**src/design/nqfs_pkg.sv**
```systemverilog
`default_nettype none

package nqfs_pkg;

	// board limits
	localparam int unsigned MAX_N     = 16;
	localparam int unsigned SIZE_W    = 5;
	localparam int unsigned ROW_IDX_W = 4;
	localparam int unsigned DIAG_BITS = 2 * MAX_N - 1;

	// one result item
	typedef struct packed {
		logic              found;
		logic [MAX_N-1:0]  row_bits;
		logic              last_row;
	} res_t;

endpackage : nqfs_pkg

`default_nettype wire

```
**src/design/nqfs_engine.sv**
```systemverilog
`default_nettype none

module nqfs_engine
	import nqfs_pkg::*;
(
	input  wire logic              clk,
	input  wire logic              arst_n,
	input  wire logic              start_go,
	input  wire logic [SIZE_W-1:0] start_size,
	output logic                   idle,
	output logic                   res_valid,
	output res_t                   res,
	input  wire logic              res_ready
);

	typedef enum logic [6:0] {
		S_IDLE     = 7'b0000001,
		S_PLACE    = 7'b0000010,
		S_BACK     = 7'b0000100,
		S_EMIT_RD  = 7'b0001000,
		S_EMIT_ACC = 7'b0010000,
		S_EMIT_OUT = 7'b0100000,
		S_FAIL_OUT = 7'b1000000
	} state_t;

	state_t                 state_q;
	logic [SIZE_W-1:0]      n_q;
	logic [SIZE_W-1:0]      col_q;
	logic [SIZE_W-1:0]      start_q;
	logic [MAX_N-1:0]       rows_q;
	logic [DIAG_BITS-1:0]   down_q;
	logic [DIAG_BITS-1:0]   up_q;
	logic [ROW_IDX_W-1:0]   erow_q;
	logic [ROW_IDX_W-1:0]   ecol_q;
	logic [MAX_N-1:0]       bits_q;

	// column -> row memory
	logic [ROW_IDX_W-1:0]   col_mem [MAX_N];
	logic                   wr_en;
	logic [ROW_IDX_W-1:0]   wr_addr;
	logic [ROW_IDX_W-1:0]   wr_data;
	logic                   rd_en;
	logic [ROW_IDX_W-1:0]   rd_addr;
	logic [ROW_IDX_W-1:0]   rd_data_q;

	logic [SIZE_W-1:0]      n_sat;
	logic [ROW_IDX_W-1:0]   c_idx;
	logic [ROW_IDX_W-1:0]   d_shift;
	logic [MAX_N-1:0]       dsel;
	logic [MAX_N-1:0]       usel;
	logic [MAX_N-1:0]       range_mask;
	logic [MAX_N-1:0]       free_rows;
	logic                   any_free;
	logic [ROW_IDX_W-1:0]   pick;
	logic [SIZE_W-1:0]      pick_d_idx;
	logic [SIZE_W-1:0]      pick_u_idx;
	logic [SIZE_W-1:0]      back_d_idx;
	logic [SIZE_W-1:0]      back_u_idx;
	logic                   col_done;
	logic                   ecol_last;
	logic                   erow_last;

	always_comb begin
		if (start_size == '0) begin
			n_sat = SIZE_W'(1);
		end else if (start_size > SIZE_W'(MAX_N)) begin
			n_sat = SIZE_W'(MAX_N);
		end else begin
			n_sat = start_size;
		end
	end

	// free row search for the current column
	assign c_idx      = col_q[ROW_IDX_W-1:0];
	assign d_shift    = ROW_IDX_W'(MAX_N - 1) - c_idx;
	assign dsel       = MAX_N'(down_q >> d_shift);
	assign usel       = MAX_N'(up_q >> c_idx);
	assign range_mask = ({MAX_N{1'b1}} << start_q) & ~({MAX_N{1'b1}} << n_q);
	assign free_rows  = range_mask & ~rows_q & ~dsel & ~usel;
	assign any_free   = |free_rows;
	assign col_done   = (col_q >= n_q);

	always_comb begin
		pick = '0;
		for (int i = MAX_N - 1; i >= 0; i--) begin
			if (free_rows[i]) begin
				pick = ROW_IDX_W'(i);
			end
		end
	end

	assign pick_d_idx = {1'b0, pick} + SIZE_W'(MAX_N - 1) - {1'b0, c_idx};
	assign pick_u_idx = {1'b0, pick} + {1'b0, c_idx};
	assign back_d_idx = {1'b0, rd_data_q} + SIZE_W'(MAX_N - 1) - {1'b0, c_idx};
	assign back_u_idx = {1'b0, rd_data_q} + {1'b0, c_idx};

	assign ecol_last = (({1'b0, ecol_q} + SIZE_W'(1)) == n_q);
	assign erow_last = (({1'b0, erow_q} + SIZE_W'(1)) == n_q);

	// memory port control
	always_comb begin
		wr_en   = 1'b0;
		wr_addr = c_idx;
		wr_data = pick;
		rd_en   = 1'b0;
		rd_addr = ecol_q;
		if (state_q == S_PLACE && !col_done) begin
			if (any_free) begin
				wr_en = 1'b1;
			end else if (col_q != '0) begin
				rd_en   = 1'b1;
				rd_addr = c_idx - ROW_IDX_W'(1);
			end
		end else if (state_q == S_EMIT_RD) begin
			rd_en = 1'b1;
		end
	end

	always_ff @(posedge clk) begin
		if (wr_en) begin
			col_mem[wr_addr] <= wr_data;
		end
		if (rd_en) begin
			rd_data_q <= col_mem[rd_addr];
		end
	end

	always_ff @(posedge clk or negedge arst_n) begin
		if (!arst_n) begin
			state_q <= S_IDLE;
			n_q     <= '0;
			col_q   <= '0;
			start_q <= '0;
			rows_q  <= '0;
			down_q  <= '0;
			up_q    <= '0;
			erow_q  <= '0;
			ecol_q  <= '0;
			bits_q  <= '0;
		end else begin
			case (state_q)
				S_IDLE: begin
					if (start_go) begin
						n_q     <= n_sat;
						col_q   <= '0;
						start_q <= '0;
						rows_q  <= '0;
						down_q  <= '0;
						up_q    <= '0;
						state_q <= S_PLACE;
					end
				end
				S_PLACE: begin
					if (col_done) begin
						erow_q  <= '0;
						ecol_q  <= '0;
						bits_q  <= '0;
						state_q <= S_EMIT_RD;
					end else if (any_free) begin
						rows_q  <= rows_q | (MAX_N'(1) << pick);
						down_q  <= down_q | (DIAG_BITS'(1) << pick_d_idx);
						up_q    <= up_q | (DIAG_BITS'(1) << pick_u_idx);
						col_q   <= col_q + SIZE_W'(1);
						start_q <= '0;
					end else if (col_q == '0) begin
						state_q <= S_FAIL_OUT;
					end else begin
						col_q   <= col_q - SIZE_W'(1);
						state_q <= S_BACK;
					end
				end
				S_BACK: begin
					// lift the queen of the previous column, retry above it
					rows_q  <= rows_q & ~(MAX_N'(1) << rd_data_q);
					down_q  <= down_q & ~(DIAG_BITS'(1) << back_d_idx);
					up_q    <= up_q & ~(DIAG_BITS'(1) << back_u_idx);
					start_q <= {1'b0, rd_data_q} + SIZE_W'(1);
					state_q <= S_PLACE;
				end
				S_EMIT_RD: begin
					state_q <= S_EMIT_ACC;
				end
				S_EMIT_ACC: begin
					if (rd_data_q == erow_q) begin
						bits_q <= bits_q | (MAX_N'(1) << ecol_q);
					end
					if (ecol_last) begin
						state_q <= S_EMIT_OUT;
					end else begin
						ecol_q  <= ecol_q + ROW_IDX_W'(1);
						state_q <= S_EMIT_RD;
					end
				end
				S_EMIT_OUT: begin
					if (res_ready) begin
						if (erow_last) begin
							state_q <= S_IDLE;
						end else begin
							erow_q  <= erow_q + ROW_IDX_W'(1);
							ecol_q  <= '0;
							bits_q  <= '0;
							state_q <= S_EMIT_RD;
						end
					end
				end
				S_FAIL_OUT: begin
					if (res_ready) begin
						state_q <= S_IDLE;
					end
				end
				default: begin
					state_q <= S_IDLE;
				end
			endcase
		end
	end

	assign idle      = (state_q == S_IDLE);
	assign res_valid = (state_q == S_EMIT_OUT) || (state_q == S_FAIL_OUT);

	always_comb begin
		res.found    = (state_q == S_EMIT_OUT);
		res.row_bits = (state_q == S_EMIT_OUT) ? bits_q : '0;
		res.last_row = (state_q == S_FAIL_OUT) || erow_last;
	end

	// one queen per placed column, each on its own row and diagonals
	a_rows_match_col: assert property (@(posedge clk) disable iff (!arst_n)
		state_q == S_PLACE |-> $countones(rows_q) == col_q)
		else $error("row mask count differs from column count");

	a_diags_match_rows: assert property (@(posedge clk) disable iff (!arst_n)
		state_q == S_PLACE |->
			($countones(down_q) == $countones(rows_q)) &&
			($countones(up_q) == $countones(rows_q)))
		else $error("diagonal masks out of step with row mask");

	a_fail_single: assert property (@(posedge clk) disable iff (!arst_n)
		res_valid && !res.found |-> res.last_row && res.row_bits == '0)
		else $error("failure item must be a single empty last item");

	a_start_enters_search: assert property (@(posedge clk) disable iff (!arst_n)
		idle && start_go |=> state_q == S_PLACE && col_q == '0 && rows_q == '0)
		else $error("search did not start from a clear board");

endmodule : nqfs_engine

`default_nettype wire

```
**src/design/nqfs_out_reg.sv**
```systemverilog
`default_nettype none

module nqfs_out_reg
	import nqfs_pkg::*;
(
	input  wire logic clk,
	input  wire logic arst_n,
	input  wire logic in_valid,
	input  wire res_t in_data,
	output logic      in_ready,
	output logic      out_valid,
	output res_t      out_data,
	input  wire logic out_stall
);

	logic valid_q;
	res_t data_q;

	assign in_ready = !valid_q || !out_stall;

	always_ff @(posedge clk or negedge arst_n) begin
		if (!arst_n) begin
			valid_q <= 1'b0;
		end else if (in_ready) begin
			valid_q <= in_valid;
		end
	end

	always_ff @(posedge clk) begin
		if (in_ready && in_valid) begin
			data_q <= in_data;
		end
	end

	assign out_valid = valid_q;
	assign out_data  = data_q;

endmodule : nqfs_out_reg

`default_nettype wire

```
**src/design/n_queens_first_solution_core.sv**
```systemverilog
// first n-queens placement by depth-first backtracking, one search at a time
// steps: place one queen per column, or on a dead end read back the previous column and lift its queen;
// then each row item is built column by column from the column memory and handed to the output register
// throughput: one search in flight; start_stall is high until its last item enters the output register
// search time is set by the backtrack loop over the column memory (one access a cycle)
// reset: arst_n clears the controller, masks and output valid; column memory is not cleared
`default_nettype none

module n_queens_first_solution_core
	import nqfs_pkg::*;
(
	input  wire logic              clk,
	input  wire logic              arst_n,
	input  wire logic              start_valid,
	output logic                   start_stall,
	input  wire logic [SIZE_W-1:0] board_size,
	output logic                   result_valid,
	input  wire logic              result_stall,
	output logic                   found,
	output logic [MAX_N-1:0]       row_bits,
	output logic                   last_row
);

	logic engine_idle;
	logic start_go;
	logic res_valid;
	logic res_ready;
	res_t res;
	res_t out_item;

	// a new board size is taken only while the engine has no search running
	assign start_stall = !engine_idle;
	assign start_go    = start_valid && engine_idle;

	// search engine: masks in registers, chosen rows in a synchronous column memory
	nqfs_engine u_engine (
		.clk        (clk),
		.arst_n     (arst_n),
		.start_go   (start_go),
		.start_size (board_size),
		.idle       (engine_idle),
		.res_valid  (res_valid),
		.res        (res),
		.res_ready  (res_ready)
	);

	// output register decouples the engine from result_stall
	nqfs_out_reg u_out_reg (
		.clk       (clk),
		.arst_n    (arst_n),
		.in_valid  (res_valid),
		.in_data   (res),
		.in_ready  (res_ready),
		.out_valid (result_valid),
		.out_data  (out_item),
		.out_stall (result_stall)
	);

	assign found    = out_item.found;
	assign row_bits = out_item.row_bits;
	assign last_row = out_item.last_row;

endmodule : n_queens_first_solution_core

`default_nettype wire

```
**config.mk**
```make
export PLATFORM = sky130hd
export DESIGN_NAME = n_queens_first_solution_core
export DESIGN_NICKNAME = d
export VERILOG_FILES = /design/src/design/nqfs_pkg.sv /design/src/design/nqfs_engine.sv /design/src/design/nqfs_out_reg.sv /design/src/design/n_queens_first_solution_core.sv
export SDC_FILE = /design/constraint.sdc
export NUM_CORES = 1
export LEC_CHECK = 0
export BUFFER_PORTS_ARGS = -buffer_cell sky130_fd_sc_hd__buf_2
export CAP_MARGIN = 30
export CORE_AREA = 2 2 202 204
export DETAILED_ROUTE_END_ITERATION = 16
export DIE_AREA = 0 0 204 206
export GPL_ROUTABILITY_DRIVEN = 0
export PLACE_DENSITY = 0.57
export SLEW_MARGIN = 40
export SYNTH_ARGS = -nofsm -noshare
export SYNTH_HDL_FRONTEND = slang
export SYNTH_SLANG_ARGS = --single-unit
```
**constraint.sdc**
```tcl
create_clock -name clk -period 4.65 [get_ports clk]
set_input_delay 0.2325 -clock clk [delete_from_list [all_inputs] [get_ports clk]]
set_output_delay 0.2325 -clock clk [all_outputs]
set_load 0.01 [all_outputs]
```
==> reports/results.md, run 1 <==
| Stage | Parameter | Value |
|---|---|---|
| sta | Period utilisation layout | 97.07% |
| yosys | Post-synth top flop | sky130_fd_sc_hd__dfrtp_1 |
| final layout | Most frequent cells in the layout | sky130_fd_sc_hd__buf_4, sky130_fd_sc_hd__nand2_1, sky130_fd_sc_hd__dfrtp_1 |
| drt | Violation count after the first detailed-routing iteration | 1902 |
| worst setup path | Worst Setup Path Type | reg2reg |
| yosys | Portion of the post-synthesis area used by sequential elements | 36.40% |
| yosys | Number of synthesized flops with an enable pin | 86 |
| power and ir drop | IR drop worst, VDD | 0.5109 mV |
| worst setup path | Cell with the most instances on the worst path | sky130_fd_sc_hd__buf_4 |
| drt | DR WL/cell | 25.61 um |
| die | Number of standard-cell rows in the floorplan | 74 |
| die | Area of the core | 40180 um^2 |
| final layout | Most frequent standard cell in the layout excluding fill and tap cells | sky130_fd_sc_hd__buf_4 |
| worst setup path | Kind of end point of the critical path | register |
| drt | Routed vias | 15070 |
| global routing | Met3 track demand over resource in global routing | 4.935% |
| yosys | Cells after synthesis | 1625 |
| min path | Hold EP | u_engine.n_q[1] |
| drt | Final routed wirelength across all metal layers | 59.77 mm |
| sta | Relative slew slack | 41.20% |
| clock network | Number of buffers created by CTS | 24 |
| global routing | Total global routing overflow | 0 |
| placed design | Total of buffers placed on input and output ports | 28 |
| sta | Final worst clock skew | 0.01867 ns |
| yosys | Share of synthesized flip-flops with an asynchronous set or reset | 59.24% |
| clock network | Max clock buf depth | 3 |
| sta | Final critical path time including I/O delays and setup | 4.514 ns |
| placed design | Half-perimeter wire length of the detailed placement result | 43.08 mm |
| power and ir drop | Ratio of total power to cell area | 634.7 nW/um^2 |
| min path | Worst Min Path Start | board_size[1] |
| die | Starting density of the core | 39.05% |
| power and ir drop | Static Leakage | 7.436 nW |
| worst setup path | Combined buffer and inverter count along the critical path | 4 |
| run | Max capacitance violation total | 0 |
| sta | Smallest setup slack after layout | 0.1364 ns |
| worst setup path | R2R Setup Slk | 0.14 ns |
| global routing | Met1 layer usage reported by global route | 36.69% |
| final layout | Area delta synth->final | 19.97% |
| global routing | Global routing usage on met2 | 45.83% |
| min path | Hold path depth | 3 |
| clock network | Clock edge transition at the registers on the reported setup and hold paths | 0.06 ns |
| clock network | Clock tree from TritonCTS | built |
| drt | Vias per Instance | 6.458 |
| placed design | DP Area | 17580 um^2 |
| worst setup path | Capture instance of the worst register-to-register path | u_engine.down_q[19] |
| clock network | Clk_lat worst skew | 0.55 ns |
| yosys | Post-synth top area cell | sky130_fd_sc_hd__dfrtp_1 |
| worst setup path | Required time of the critical path | 5.12 ns |
| yosys | Register bit count reported by yosys | 211 |
| drt | Drt pass-1 iters | 6 |
| global routing | Number of global-route vias before repair | 14640 |
| sta | Number of max-slew violations in the final report | 0 |
| worst setup path | Worst Path Max Fanout | 6 |
| worst setup path | Cell family with most CP delay | compound AO/OA/AOI/OAI gates |
| worst setup path | Reg-to-reg critical path startpoint | u_engine.col_q[0] |
| final layout | Fraction of final layout cells sized beyond drive strength 1 | 24.99% |
| yosys | Synth warnings | 0 |
| clock network | H-tree Lvls | 1 |
| yosys | Top post-synthesis cells by area | sky130_fd_sc_hd__dfrtp_1, sky130_fd_sc_hd__edfxtp_1, sky130_fd_sc_hd__mux4_2 |
| worst setup path | CP Cell Sequence | buf_12 -> buf_4 -> buf_4 -> mux2i_4 -> nor2_1 -> a31oi_1 -> a31oi_2 -> or2_2 -> a21o_1 -> a21boi_2 -> o21ai_2 -> nor2b_1 -> o21a_1 -> o21a_2 -> ha_2 -> maj3_2 -> a221oi_4 -> buf_6 -> xor2_4 -> nand3_2 -> o21ai_1 |
| final layout | Combined area of the multi-input logic cells | 9274 um^2 |
| die | Number of primary I/O pins | 29 |
| yosys | Cell area after technology mapping | 15690 um^2 |
| drt | DRC viols | 0 |
| worst setup path | Critical path startpoint category | register |
| min path | Hold/Removal Path Class | in2reg |
| placed design | Worst slack after detailed placement | -0.08999 ns |
| sta | Number of endpoints failing setup at the final stage | 0 |
| sta | Worst-margin pin slew | 0.8746 ns |
| worst setup path | Worst-path cell with the longest stage delay | sky130_fd_sc_hd__dfrtp_4 |
| worst setup path | Largest stage delay, worst path | 0.49 ns |
| final layout | Number of filler cells placed in the layout | 3823 |
| global routing | Antenna violations before repair | 1 |
| clock network | Root Buffer | sky130_fd_sc_hd__clkbuf_16 |
| clock network | TritonCTS sink count | 211 |
| die | Die area | 42020 um^2 |
| yosys | Unique masters post-synth | 109 |
| global routing | Largest net degree at the start of global routing | 76 |
| die | Die height | 206 um |
| run status | Result of the run | complete, no violations |
| sta | Setup TNS | 0 ns |
| drt | Number of nets still failing antenna checks after routing | 0 |
| yosys | Syn avg cell area | 9.657 um^2 |
| final layout | Final net count | 1838 |
| global routing | Highest-utilization routing layer at the global route stage | met2 |
| global routing | Wire length of the first global-routing pass | 90.56 mm |
| sta | Final hold violations | 0 |
| final layout | Final non-filler cell area | 18830 um^2 |
| final layout | Sequential standard cell area | 5722 um^2 |
| die | Die extent in x | 204 um |
| worst setup path | Arrival time of the worst setup path | 4.98 ns |
| yosys | Synth Net Count | 1680 |
| final layout | Final core utilization | 46.85% |
| global routing | GRT Total Usage | 28.25% |
| worst setup path | Length in cells of the worst reg-to-reg path | 21 |
| sta | Top achievable clock speed | 221.6 MHz |
| yosys | Synth top area share | 19.77% |
## power by group
part	internal (mW)	switching, mW
clock	1.09	0.792
sequential	2.34	0.359
combinational	2.89	4.47
total	6.32	5.62
## cell usage after synthesis (15+ instances only)
library cell,number
sky130_fd_sc_hd__and2_1,25
sky130_fd_sc_hd__o22ai_1,20
sky130_fd_sc_hd__nor2b_1,17
sky130_fd_sc_hd__nand2b_1,23
sky130_fd_sc_hd__ha_1,43
sky130_fd_sc_hd__or3_1,17
sky130_fd_sc_hd__mux4_2,39
sky130_fd_sc_hd__clkbuf_1,84
sky130_fd_sc_hd__nor2_1,104
sky130_fd_sc_hd__xnor2_1,19
sky130_fd_sc_hd__dfrtp_1,124
sky130_fd_sc_hd__a32oi_1,17
sky130_fd_sc_hd__nand2_1,204
sky130_fd_sc_hd__o21ai_0,50
sky130_fd_sc_hd__a2111oi_0,40
sky130_fd_sc_hd__buf_4,15
sky130_fd_sc_hd__o31ai_1,27
sky130_fd_sc_hd__a31oi_1,26
sky130_fd_sc_hd__a311oi_1,16
sky130_fd_sc_hd__inv_1,38
sky130_fd_sc_hd__nand3_1,51
sky130_fd_sc_hd__buf_2,20
sky130_fd_sc_hd__nor3_1,25
sky130_fd_sc_hd__edfxtp_1,86
sky130_fd_sc_hd__mux2i_1,71
sky130_fd_sc_hd__o211ai_1,68
sky130_fd_sc_hd__o21ai_1,30
sky130_fd_sc_hd__mux2_2,16
sky130_fd_sc_hd__a21oi_1,48
## state kept, by name, summed over array words and instances, names as in the netlist
register	flops
u_engine.up_q	31
u_engine.rows_q	16
u_engine.state_q	7
u_engine.erow_q	4
u_engine.col_mem	64
u_engine.col_q	5
u_engine.bits_q	16
u_engine.ecol_q	4
u_engine.down_q	31
u_out_reg.out_data	18
u_engine.n_q	5
u_out_reg.out_valid	1
u_engine.rd_data_q	4
u_engine.start_q	5
## metrics by stage
| stage | hold slack [ns] | power, mW | instances |
|---|---|---|---|
| floorplan | -0.06309 | 6.842 | 1625 |
| global placement | 0.3209 | 9.569 | 2263 |
| detailed placement | 0.3281 | 9.613 | 2263 |
| CTS | 0.007784 | 11.56 | 2321 |
| global route | 0.02825 | 12.47 | 2333 |
| finish | 0.009374 | 11.95 | 2334 |
## final cells by class
type / instances / area share (%)
antenna: 1 / 0.01329
multi-input combinational: 1235 / 49.26
inverter: 40 / 0.7975
clock inverter: 8 / 0.4320
tap: 532 / 3.536
timing repair buffer: 271 / 11.88
clock buffer: 36 / 3.695
sequential: 211 / 30.39
## timing repair
item	4_1_cts	5_1_grt
gates resized for setup	9	39
pin swaps	2	16
gates cloned	1	1
endpoints found under the setup margin	52	63
setup buffers	6	11
hold endpoints to repair	59	0
hold buffers	7	0
## kinds of logic (layout without fill, tap and decap cells)
group / Yosys count / after routing / share of synthesized area (%)
AND/OR/NAND/NOR: 555 / 555 / 17.62
AO/OA/AOI/OAI: 463 / 463 / 22.06
flip-flops: 211 / 211 / 36.40
buffers and inverters: 179 / 355 / 5.621
multiplexers: 136 / 136 / 12.25
adder cells (fa/ha/maj): 47 / 47 / 3.883
XOR/XNOR: 34 / 34 / 2.161
other: 0 / 1 / 0
## how the worst max path moves through the flow
stage                 startpoint             endpoint  slack (ns)  depth (start not counted)
3_5_place_dp   u_engine.col_q[3]   u_engine.down_q[3]       -0.09                         19
3_3_place_gp   u_engine.col_q[3]    u_engine.up_q[15]       -0.06                         21
6_report       u_engine.col_q[0]  u_engine.down_q[19]        0.14                         21
5_1_grt        u_engine.col_q[0]   u_engine.down_q[6]      -0.006                         21
4_1_cts        u_engine.col_q[0]   u_engine.down_q[3]       0.002                         19
2_1_floorplan  u_engine.col_q[0]  u_engine.down_q[25]        0.03                         22
## worst min-delay path, cell delays in order
cell and delay (ns):
sky130_fd_sc_hd__buf_2 0.09, sky130_fd_sc_hd__nand3b_1 0.10, sky130_fd_sc_hd__o21ai_0 0.09
## layer usage
metal	wire length (um)	part of all wire, %
met3	5439	9.1
met4	3405	5.7
met1	23420	39
met5	0	0
met2	27500	46
No activity file was read; power rests on OpenSTA's default activity.
==> inputs of run 2 (changes only) <==
--- a/config.mk
+++ b/config.mk
@@ -7,12 +7,13 @@
 export LEC_CHECK = 0
 export BUFFER_PORTS_ARGS = -buffer_cell sky130_fd_sc_hd__buf_2
 export CAP_MARGIN = 30
-export CORE_AREA = 2 2 202 204
+export CORE_AREA = 2 2 203 205
 export DETAILED_ROUTE_END_ITERATION = 16
-export DIE_AREA = 0 0 204 206
+export DIE_AREA = 0 0 205 207
 export GPL_ROUTABILITY_DRIVEN = 0
 export PLACE_DENSITY = 0.57
 export SLEW_MARGIN = 40
 export SYNTH_ARGS = -nofsm -noshare
 export SYNTH_HDL_FRONTEND = slang
+export SYNTH_HIERARCHICAL = 1
 export SYNTH_SLANG_ARGS = --single-unit
==> reports/results.md, run 2 <==
| Stage | Parameter | Value |
|---|---|---|
| global routing | Total global routing overflow | 0 |
| clock network | TritonCTS sink count | 211 |
| sta | Final worst clock skew | 0.01976 ns |
| sta | RSZ-0062 raised after global routing | yes |
| power and ir drop | Ratio of total power to cell area | 709.0 nW/um^2 |
| yosys | Synth Net Count | 1737 |
| sta | Top achievable clock speed | 221.4 MHz |
| power and ir drop | Internal power of the cells | 6.689 mW |
| clock network | Clock tree from TritonCTS | built |
| drt | Number of nets still failing antenna checks after routing | 0 |
| worst setup path | Required time of the critical path | 5.11 ns |
| power and ir drop | Sequential power share | 23.1% |
| run | Max capacitance violation total | 0 |
| yosys | Number of synthesized flops with an enable pin | 86 |
| sta | Number of endpoints failing setup at the final stage | 0 |
| worst setup path | Worst Setup Path Type | reg2reg |
| sta | Final critical path time including I/O delays and setup | 4.516 ns |
| min path | Hold/Removal Path Class | in2reg |
| clock network | Max clock buf depth | 3 |
| min path | Worst Min Path Start | start_valid |
| power and ir drop | Sw frac | 48.50% |
| sta | Number of max-slew violations in the final report | 0 |
| clock network | Root Buffer | sky130_fd_sc_hd__clkbuf_16 |
| power and ir drop | IR drop worst, VDD | 0.6764 mV |
| die | Die height | 207 um |
| yosys | Synth warnings | 6 |
| drt | DR WL/cell | 25.91 um |
| worst setup path | Worst-path cell with the longest stage delay | sky130_fd_sc_hd__dfrtp_1 |
| yosys | Most common cell in the netlist | sky130_fd_sc_hd__nand2_1 |
| drt | DRC viols | 0 |
| worst setup path | Worst Path Max Fanout | 7 |
| yosys | Cell area after technology mapping | 15870 um^2 |
| sta | Relative slew slack | 45.49% |
| clock network | Clock edge transition at the registers on the reported setup and hold paths | 0.06 ns |
| worst setup path | Arrival time of the worst setup path | 4.98 ns |
| final layout | Filler-free cell count of the finished design | 2317 |
| yosys | Portion of the post-synthesis area used by sequential elements | 35.98% |
| sta | Setup TNS | 0 ns |
| yosys | Post-synth top flop | sky130_fd_sc_hd__dfrtp_1 |
| global routing | Antenna violations before repair | 0 |
| final layout | Most frequent cells in the layout | sky130_fd_sc_hd__buf_4, sky130_fd_sc_hd__nand2_1, sky130_fd_sc_hd__dfrtp_1 |
| placed design | Half-perimeter wire length of the detailed placement result | 42.13 mm |
| final layout | Regs by FF count | u_engine/col_mem (64), u_engine/down_q (31), u_engine/up_q (31) |
| worst setup path | Kind of end point of the critical path | register |
| worst setup path | Length in cells of the worst reg-to-reg path | 16 |
| sta | Final-layout worst hold slack | 0.08332 ns |
| die | Die area | 42440 um^2 |
| clock network | Clk_lat worst skew | 0.56 ns |
| sta | Worst-margin pin slew | 0.8176 ns |
| final layout | Most frequent standard cell in the layout excluding fill and tap cells | sky130_fd_sc_hd__buf_4 |
| final layout | Final non-filler cell area | 18320 um^2 |
| drt | Vias per Instance | 6.568 |
| worst setup path | Largest stage delay, worst path | 0.56 ns |
| yosys | Unique masters post-synth | 111 |
| final layout | Largest Register | u_engine/col_mem |
| yosys | Top post-synthesis cells by area | sky130_fd_sc_hd__dfrtp_1, sky130_fd_sc_hd__edfxtp_1, sky130_fd_sc_hd__mux4_2 |
| drt | Drt pass-1 iters | 6 |
| global routing | Largest net degree at the start of global routing | 73 |
| yosys | Cells after synthesis | 1683 |
| power and ir drop | Power share of the combinational group | 62.2% |
| clock network | Number of buffers created by CTS | 24 |
| final layout | Final net count | 1820 |
| die | Starting density of the core | 39.32% |
| final layout | Number of flip-flops under the largest register name | 64 |
| min path | Hold path depth | 3 |
| power and ir drop | Net switching power | 6.300 mW |
| die | Die extent in x | 205 um |
| global routing | GRT Total Usage | 27.60% |
| drt | Violation count after the first detailed-routing iteration | 2164 |
| power and ir drop | Static Leakage | 7.067 nW |
| placed design | Total of buffers placed on input and output ports | 28 |
| clock network | H-tree Lvls | 1 |
| drt | Final routed wirelength across all metal layers | 60.03 mm |
| worst setup path | Critical path startpoint category | register |
| global routing | Wire length of the first global-routing pass | 90.36 mm |
| sta | Final hold violations | 0 |
| final layout | Area delta synth->final | 15.42% |
| yosys | Top cell types by occurrence after synthesis | sky130_fd_sc_hd__nand2_1, sky130_fd_sc_hd__dfrtp_1, sky130_fd_sc_hd__nor2_1, sky130_fd_sc_hd__clkbuf_1, sky130_fd_sc_hd__edfxtp_1 |
| placed design | Post-placement cell count | 2257 |
| global routing | Number of global-route vias before repair | 14640 |
| drt | Routed vias | 15220 |
| die | Number of primary I/O pins | 29 |
| yosys | Synth top area share | 19.55% |
| worst setup path | CP Cell Sequence | buf_4 -> inv_1 -> a211oi_1 -> nand4_1 -> o31ai_1 -> nor3_1 -> a211o_1 -> a21oi_2 -> inv_1 -> a21oi_4 -> ha_1 -> ha_1 -> a31o_2 -> mux2i_1 -> nand3_1 -> o31ai_1 |
| placed design | DP Area | 17330 um^2 |
| yosys | Post-synth top area cell | sky130_fd_sc_hd__dfrtp_1 |
| yosys | Syn avg cell area | 9.431 um^2 |
| final layout | Fraction of final layout cells sized beyond drive strength 1 | 19.35% |
| run status | Result of the run | complete, no violations |
| worst setup path | Startpoint of the worst setup timing path | u_engine/n_q[4] |
| sta | Period utilisation layout | 97.13% |
| yosys | Register bit count reported by yosys | 211 |
| die | Number of standard-cell rows in the floorplan | 74 |
| die | Area of the core | 40370 um^2 |
| final layout | Number of filler cells placed in the layout | 3819 |
| yosys | Share of synthesized flip-flops with an asynchronous set or reset | 59.24% |
| worst setup path | Reg-to-reg critical path startpoint | u_engine/n_q[4] |
| power and ir drop | Part of the total power dissipated in the clock network | 14.7% |
run 2: cell count changes after synthesis, moves of 12 or more:
cell / before / now
sky130_fd_sc_hd__nor2b_1: 17 / 29
sky130_fd_sc_hd__nand2_1: 204 / 145
sky130_fd_sc_hd__nand3_1: 51 / 32
sky130_fd_sc_hd__nand2b_1: 23 / 59
sky130_fd_sc_hd__o21ai_0: 50 / 63
sky130_fd_sc_hd__clkbuf_1: 84 / 96
sky130_fd_sc_hd__a311oi_1: 16 / 29
sky130_fd_sc_hd__a21oi_1: 48 / 75
run 2: cells by family after synthesis:
family / Yosys count / synth area share, %
flops: 211 / 35.98
xor+xnor: 25 / 1.379
fa+ha+maj: 45 / 3.689
simple gates: 569 / 18.79
compound gates: 523 / 23.64
buf+inv: 190 / 5.549
mux: 120 / 10.96
run 2: what timing repair did:
action | CTS | global route
hold endpoints to repair | 66 | 0
buffers inserted | 0 | 8
endpoints found under the setup margin | 0 | 62
resized for setup | 0 | 11
hold buffers | 7 | 0
run 2: final timing paths:
| kind | slack, ns | endpoint |
|---|---|---|
| worst max-delay path | 0.13 | u_engine/up_q[6] |
| worst min-delay path | 0.08 | u_engine/state_q[0] |
| worst max register to register | 0.13 | u_engine/up_q[6] |
| worst min register to register | 0.49 | u_engine/bits_q[14] |
| max in group asynchronous | 3.45 | u_engine/col_q[3] |
| min in group asynchronous | 0.24 | u_engine/up_q[0] |
run 2: power by group through the flow:
stage / Combinational, mW / Clock [mW] / Sequential, mW
global placement: 7.63 / 0 / 3.00
global route: 8.56 / 2.01 / 2.99
floorplan: 4.65 / 0 / 2.61
detailed placement: 7.64 / 0 / 3.00
CTS: 7.70 / 1.94 / 2.97
finish: 8.08 / 1.91 / 3.00
run 2: layout make-up:
type                            instances  area (um^2)  share of cell area, %
Tap cell                              532        665.6                  3.633
Timing Repair Buffer                  198         1582                  8.633
Inverter                               49        183.9                  1.004
Clock buffer                           33        654.4                  3.572
Clock inverter                         10        116.4                 0.6352
Antenna cell                            2        5.005                0.02732
Multi-Input combinational cell       1282         9392                  51.26
Sequential cell                       211         5722                  31.23
run 2: critical path, delay by kind of cell, from the launching register on:
| family | cells | cell delay (ns) |
|---|---|---|
| adder cells (fa/ha/maj) | 2 | 0.35 |
| flip-flops | 1 | 0.56 |
| AND/OR/NAND/NOR | 3 | 0.51 |
| multiplexers | 1 | 0.34 |
| AO/OA/AOI/OAI | 7 | 2.18 |
| buffers and inverters | 3 | 0.47 |
run 2: per-layer routing:
layer  global-route usage, %  vias to the layer above  part of all wire, %
met5                       0                        -                    0
met4                   13.62                        0                  6.2
met3                   5.837                      274                  9.7
met2                   42.73                      950                   44
met1                   36.53                     7358                   40
li1                        -                     6636                    -
run 2: through the flow:
step	setup slack [ns]	total power [mW]	util, %
finish	0.1335	12.99	45.38
global route	-0.08756	13.56	45.37
CTS	0.05603	12.61	45.02
detailed placement	0.1152	10.64	42.93
global placement	0.1870	10.63	42.89
floorplan	0.02576	7.261	-
==> inputs of run 3 (changes only) <==
--- a/config.mk
+++ b/config.mk
@@ -7,13 +7,13 @@
 export LEC_CHECK = 0
 export BUFFER_PORTS_ARGS = -buffer_cell sky130_fd_sc_hd__buf_2
 export CAP_MARGIN = 30
-export CORE_AREA = 2 2 203 205
+export CORE_AREA = 2 2 202 204
+export CTS_CLUSTER_SIZE = 16
 export DETAILED_ROUTE_END_ITERATION = 16
-export DIE_AREA = 0 0 205 207
+export DIE_AREA = 0 0 204 206
 export GPL_ROUTABILITY_DRIVEN = 0
 export PLACE_DENSITY = 0.57
 export SLEW_MARGIN = 40
 export SYNTH_ARGS = -nofsm -noshare
 export SYNTH_HDL_FRONTEND = slang
-export SYNTH_HIERARCHICAL = 1
 export SYNTH_SLANG_ARGS = --single-unit
==> reports/results.md, run 3 (synthesized netlist as in run 1, its figures left out) <==
| Stage | Parameter | Value |
|---|---|---|
| run status | Result of the run | complete, no violations |
| sta | Final critical path time including I/O delays and setup | 4.518 ns |
| power and ir drop | IR drop worst, VDD | 0.5044 mV |
| drt | Vias per Instance | 6.475 |
| final layout | Number of antenna diodes | 0 |
| worst setup path | Cell family with most CP delay | compound AO/OA/AOI/OAI gates |
| die | Die area | 42020 um^2 |
| global routing | GRT Total Usage | 28.24% |
| die | Area of the core | 40180 um^2 |
| sta | Final hold violations | 0 |
| final layout | Final non-filler cell area | 18830 um^2 |
| worst setup path | CP Cell Sequence | buf_6 -> buf_4 -> buf_8 -> mux2_2 -> a222oi_1 -> nand3_1 -> o22a_1 -> nand2_1 -> o21ai_2 -> nor2b_1 -> o21a_1 -> o21a_2 -> ha_2 -> maj3_2 -> a221oi_4 -> buf_6 -> xor2_4 -> nand3_2 -> o21ai_1 |
| drt | Routed vias | 15110 |
| worst setup path | Length in cells of the worst reg-to-reg path | 19 |
| final layout | Filler-free cell count of the finished design | 2334 |
| clock network | Clk_lat worst skew | 0.55 ns |
| power and ir drop | Ratio of total power to cell area | 634.0 nW/um^2 |
| worst setup path | Worst-path cell with the longest stage delay | sky130_fd_sc_hd__dfrtp_4 |
| worst setup path | Combined buffer and inverter count along the critical path | 4 |
| global routing | Number of global-route vias before repair | 14650 |
| drt | Drt pass-1 iters | 7 |
| worst setup path | Worst Path Max Fanout | 13 |
| placed design | DP Area | 17580 um^2 |
| placed design | Post-placement cell count | 2263 |
| power and ir drop | Total power draw | 11.94 mW |
| clock network | Clock tree from TritonCTS | built |
| final layout | Regs by FF count | u_engine.col_mem (64), u_engine.down_q (31), u_engine.up_q (31) |
| clock network | Max clock buf depth | 3 |
| clock network | TritonCTS sink count | 211 |
| worst setup path | Largest stage delay, worst path | 0.54 ns |
| min path | Hold path depth | 3 |
| final layout | Most frequent cells in the layout | sky130_fd_sc_hd__buf_4, sky130_fd_sc_hd__nand2_1, sky130_fd_sc_hd__dfrtp_1 |
| drt | Final routed wirelength across all metal layers | 59.80 mm |
| worst setup path | Arrival time of the worst setup path | 4.99 ns |
| clock network | Number of buffers created by CTS | 24 |
| final layout | Area delta synth->final | 20.00% |
| global routing | Antenna violations before repair | 1 |
| power and ir drop | Static Leakage | 7.441 nW |
| final layout | Largest Register | u_engine.col_mem |
| worst setup path | Critical path startpoint category | register |
| final layout | Final net count | 1839 |
| worst setup path | R2R Setup Slk | 0.13 ns |
| sta | Setup TNS | 0 ns |
| sta | Period utilisation layout | 97.17% |
| worst setup path | Reg-to-reg critical path startpoint | u_engine.col_q[3] |
| min path | Worst Min Path Start | board_size[1] |
| drt | DR WL/cell | 25.62 um |
| die | Number of standard-cell rows in the floorplan | 74 |
| worst setup path | Cell with the most instances on the worst path | sky130_fd_sc_hd__buf_6 |
| worst setup path | Kind of end point of the critical path | register |
| drt | Violation count after the first detailed-routing iteration | 2050 |
| sta | Top achievable clock speed | 221.3 MHz |
| drt | Number of nets still failing antenna checks after routing | 0 |
| die | Number of primary I/O pins | 29 |
| clock network | H-tree Lvls | 1 |
| clock network | Clock edge transition at the registers on the reported setup and hold paths | 0.07 ns |
| placed design | Half-perimeter wire length of the detailed placement result | 43.08 mm |
| global routing | Largest net degree at the start of global routing | 76 |
| placed design | Worst slack after detailed placement | -0.08999 ns |
| die | Die extent in x | 204 um |
| run | Max capacitance violation total | 0 |
| min path | Hold EP | u_engine.n_q[1] |
| sta | Final worst clock skew | 0.01927 ns |
| sta | Number of max-slew violations in the final report | 0 |
| global routing | Wire length of the first global-routing pass | 90.47 mm |
| final layout | Fraction of final layout cells sized beyond drive strength 1 | 25.03% |
| worst setup path | Worst Setup Path Type | reg2reg |
| sta | Smallest setup slack after layout | 0.1316 ns |
| min path | Hold/Removal Path Class | in2reg |
| global routing | Total global routing overflow | 0 |
| die | Starting density of the core | 39.05% |
| clock network | Root Buffer | sky130_fd_sc_hd__clkbuf_16 |
| worst setup path | Capture instance of the worst register-to-register path | u_engine.down_q[19] |
| final layout | Final core utilization | 46.86% |
| placed design | Total of buffers placed on input and output ports | 28 |
| sta | Number of endpoints failing setup at the final stage | 0 |
| die | Die height | 206 um |
| worst setup path | Required time of the critical path | 5.12 ns |
| drt | DRC viols | 0 |
| sta | Relative slew slack | 39.51% |
| sta | Worst-margin pin slew | 0.8997 ns |
| final layout | Most frequent standard cell in the layout excluding fill and tap cells | sky130_fd_sc_hd__buf_4 |
| final layout | Number of flip-flops under the largest register name | 64 |
| sta | Final-layout worst hold slack | 0.01382 ns |
| final layout | Number of filler cells placed in the layout | 3824 |
==> run 3: cell type report <==
cell class / instances / area [um^2] / area share, %
flip-flops and latches: 211 / 5722 / 30.38
repair buffers: 272 / 2243 / 11.91
well taps: 532 / 665.6 / 3.535
clock inverters: 8 / 81.33 / 0.4319
inverters: 40 / 150.1 / 0.7973
clock buffers: 36 / 695.7 / 3.694
multi-input cells: 1235 / 9274 / 49.25
==> run 3: power by group <==
group	leakage (nW)	internal (mW)	total, mW	switching (mW)
logic	4.54	2.90	7.36	4.46
registers	2.53	2.34	2.69	0.354
clock network	0.377	1.09	1.88	0.794
total	7.44	6.33	11.9	5.61
==> run 3: worst max-delay path by stage <==
| stage | to | depth (start not counted) | slack, ns | start |
|---|---|---|---|---|
| final | u_engine.down_q[19] | 19 | 0.13 | u_engine.col_q[3] |
| after floorplan | u_engine.down_q[25] | 22 | 0.03 | u_engine.col_q[0] |
| after global placement | u_engine.up_q[15] | 21 | -0.06 | u_engine.col_q[3] |
| after global routing | u_engine.down_q[6] | 20 | -0.01 | u_engine.col_q[0] |
| after CTS | u_engine.down_q[3] | 19 | 0.002 | u_engine.col_q[0] |
| after detailed placement | u_engine.down_q[3] | 19 | -0.09 | u_engine.col_q[3] |
==> run 3: repair_timing <==
item / in CTS / in global routing
endpoints found under the hold margin: 59 / 0
gates cloned: 1 / 1
buffers inserted: 6 / 12
gates resized for setup: 9 / 38
setup endpoints to repair: 52 / 63
hold buffers: 7 / 0
pin swaps: 2 / 16
==> run 3: worst register-to-register path, stage by stage (launching register included) <==
cell and delay (ns):
sky130_fd_sc_hd__dfrtp_4 0.54, sky130_fd_sc_hd__buf_6 0.16, sky130_fd_sc_hd__buf_4 0.12, sky130_fd_sc_hd__buf_8 0.14, sky130_fd_sc_hd__mux2_2 0.35, sky130_fd_sc_hd__a222oi_1 0.34
sky130_fd_sc_hd__nand3_1 0.17, sky130_fd_sc_hd__o22a_1 0.29, sky130_fd_sc_hd__nand2_1 0.10, sky130_fd_sc_hd__o21ai_2 0.08, sky130_fd_sc_hd__nor2b_1 0.15, sky130_fd_sc_hd__o21a_1 0.19
sky130_fd_sc_hd__o21a_2 0.22, sky130_fd_sc_hd__ha_2 0.20, sky130_fd_sc_hd__maj3_2 0.32, sky130_fd_sc_hd__a221oi_4 0.31, sky130_fd_sc_hd__buf_6 0.15, sky130_fd_sc_hd__xor2_4 0.27
sky130_fd_sc_hd__nand3_2 0.16, sky130_fd_sc_hd__o21ai_1 0.16
==> run 3: routing by layer <==
| layer | share of wire (%) | vias up | GRT usage [%] |
|---|---|---|---|
| li1 | - | 6553 | - |
| met1 | 39 | 7392 | 36.66 |
| met2 | 46 | 933 | 45.83 |
| met3 | 9.4 | 235 | 4.935 |
| met4 | 5.8 | 0 | 13.46 |
| met5 | 0 | - | 0 |
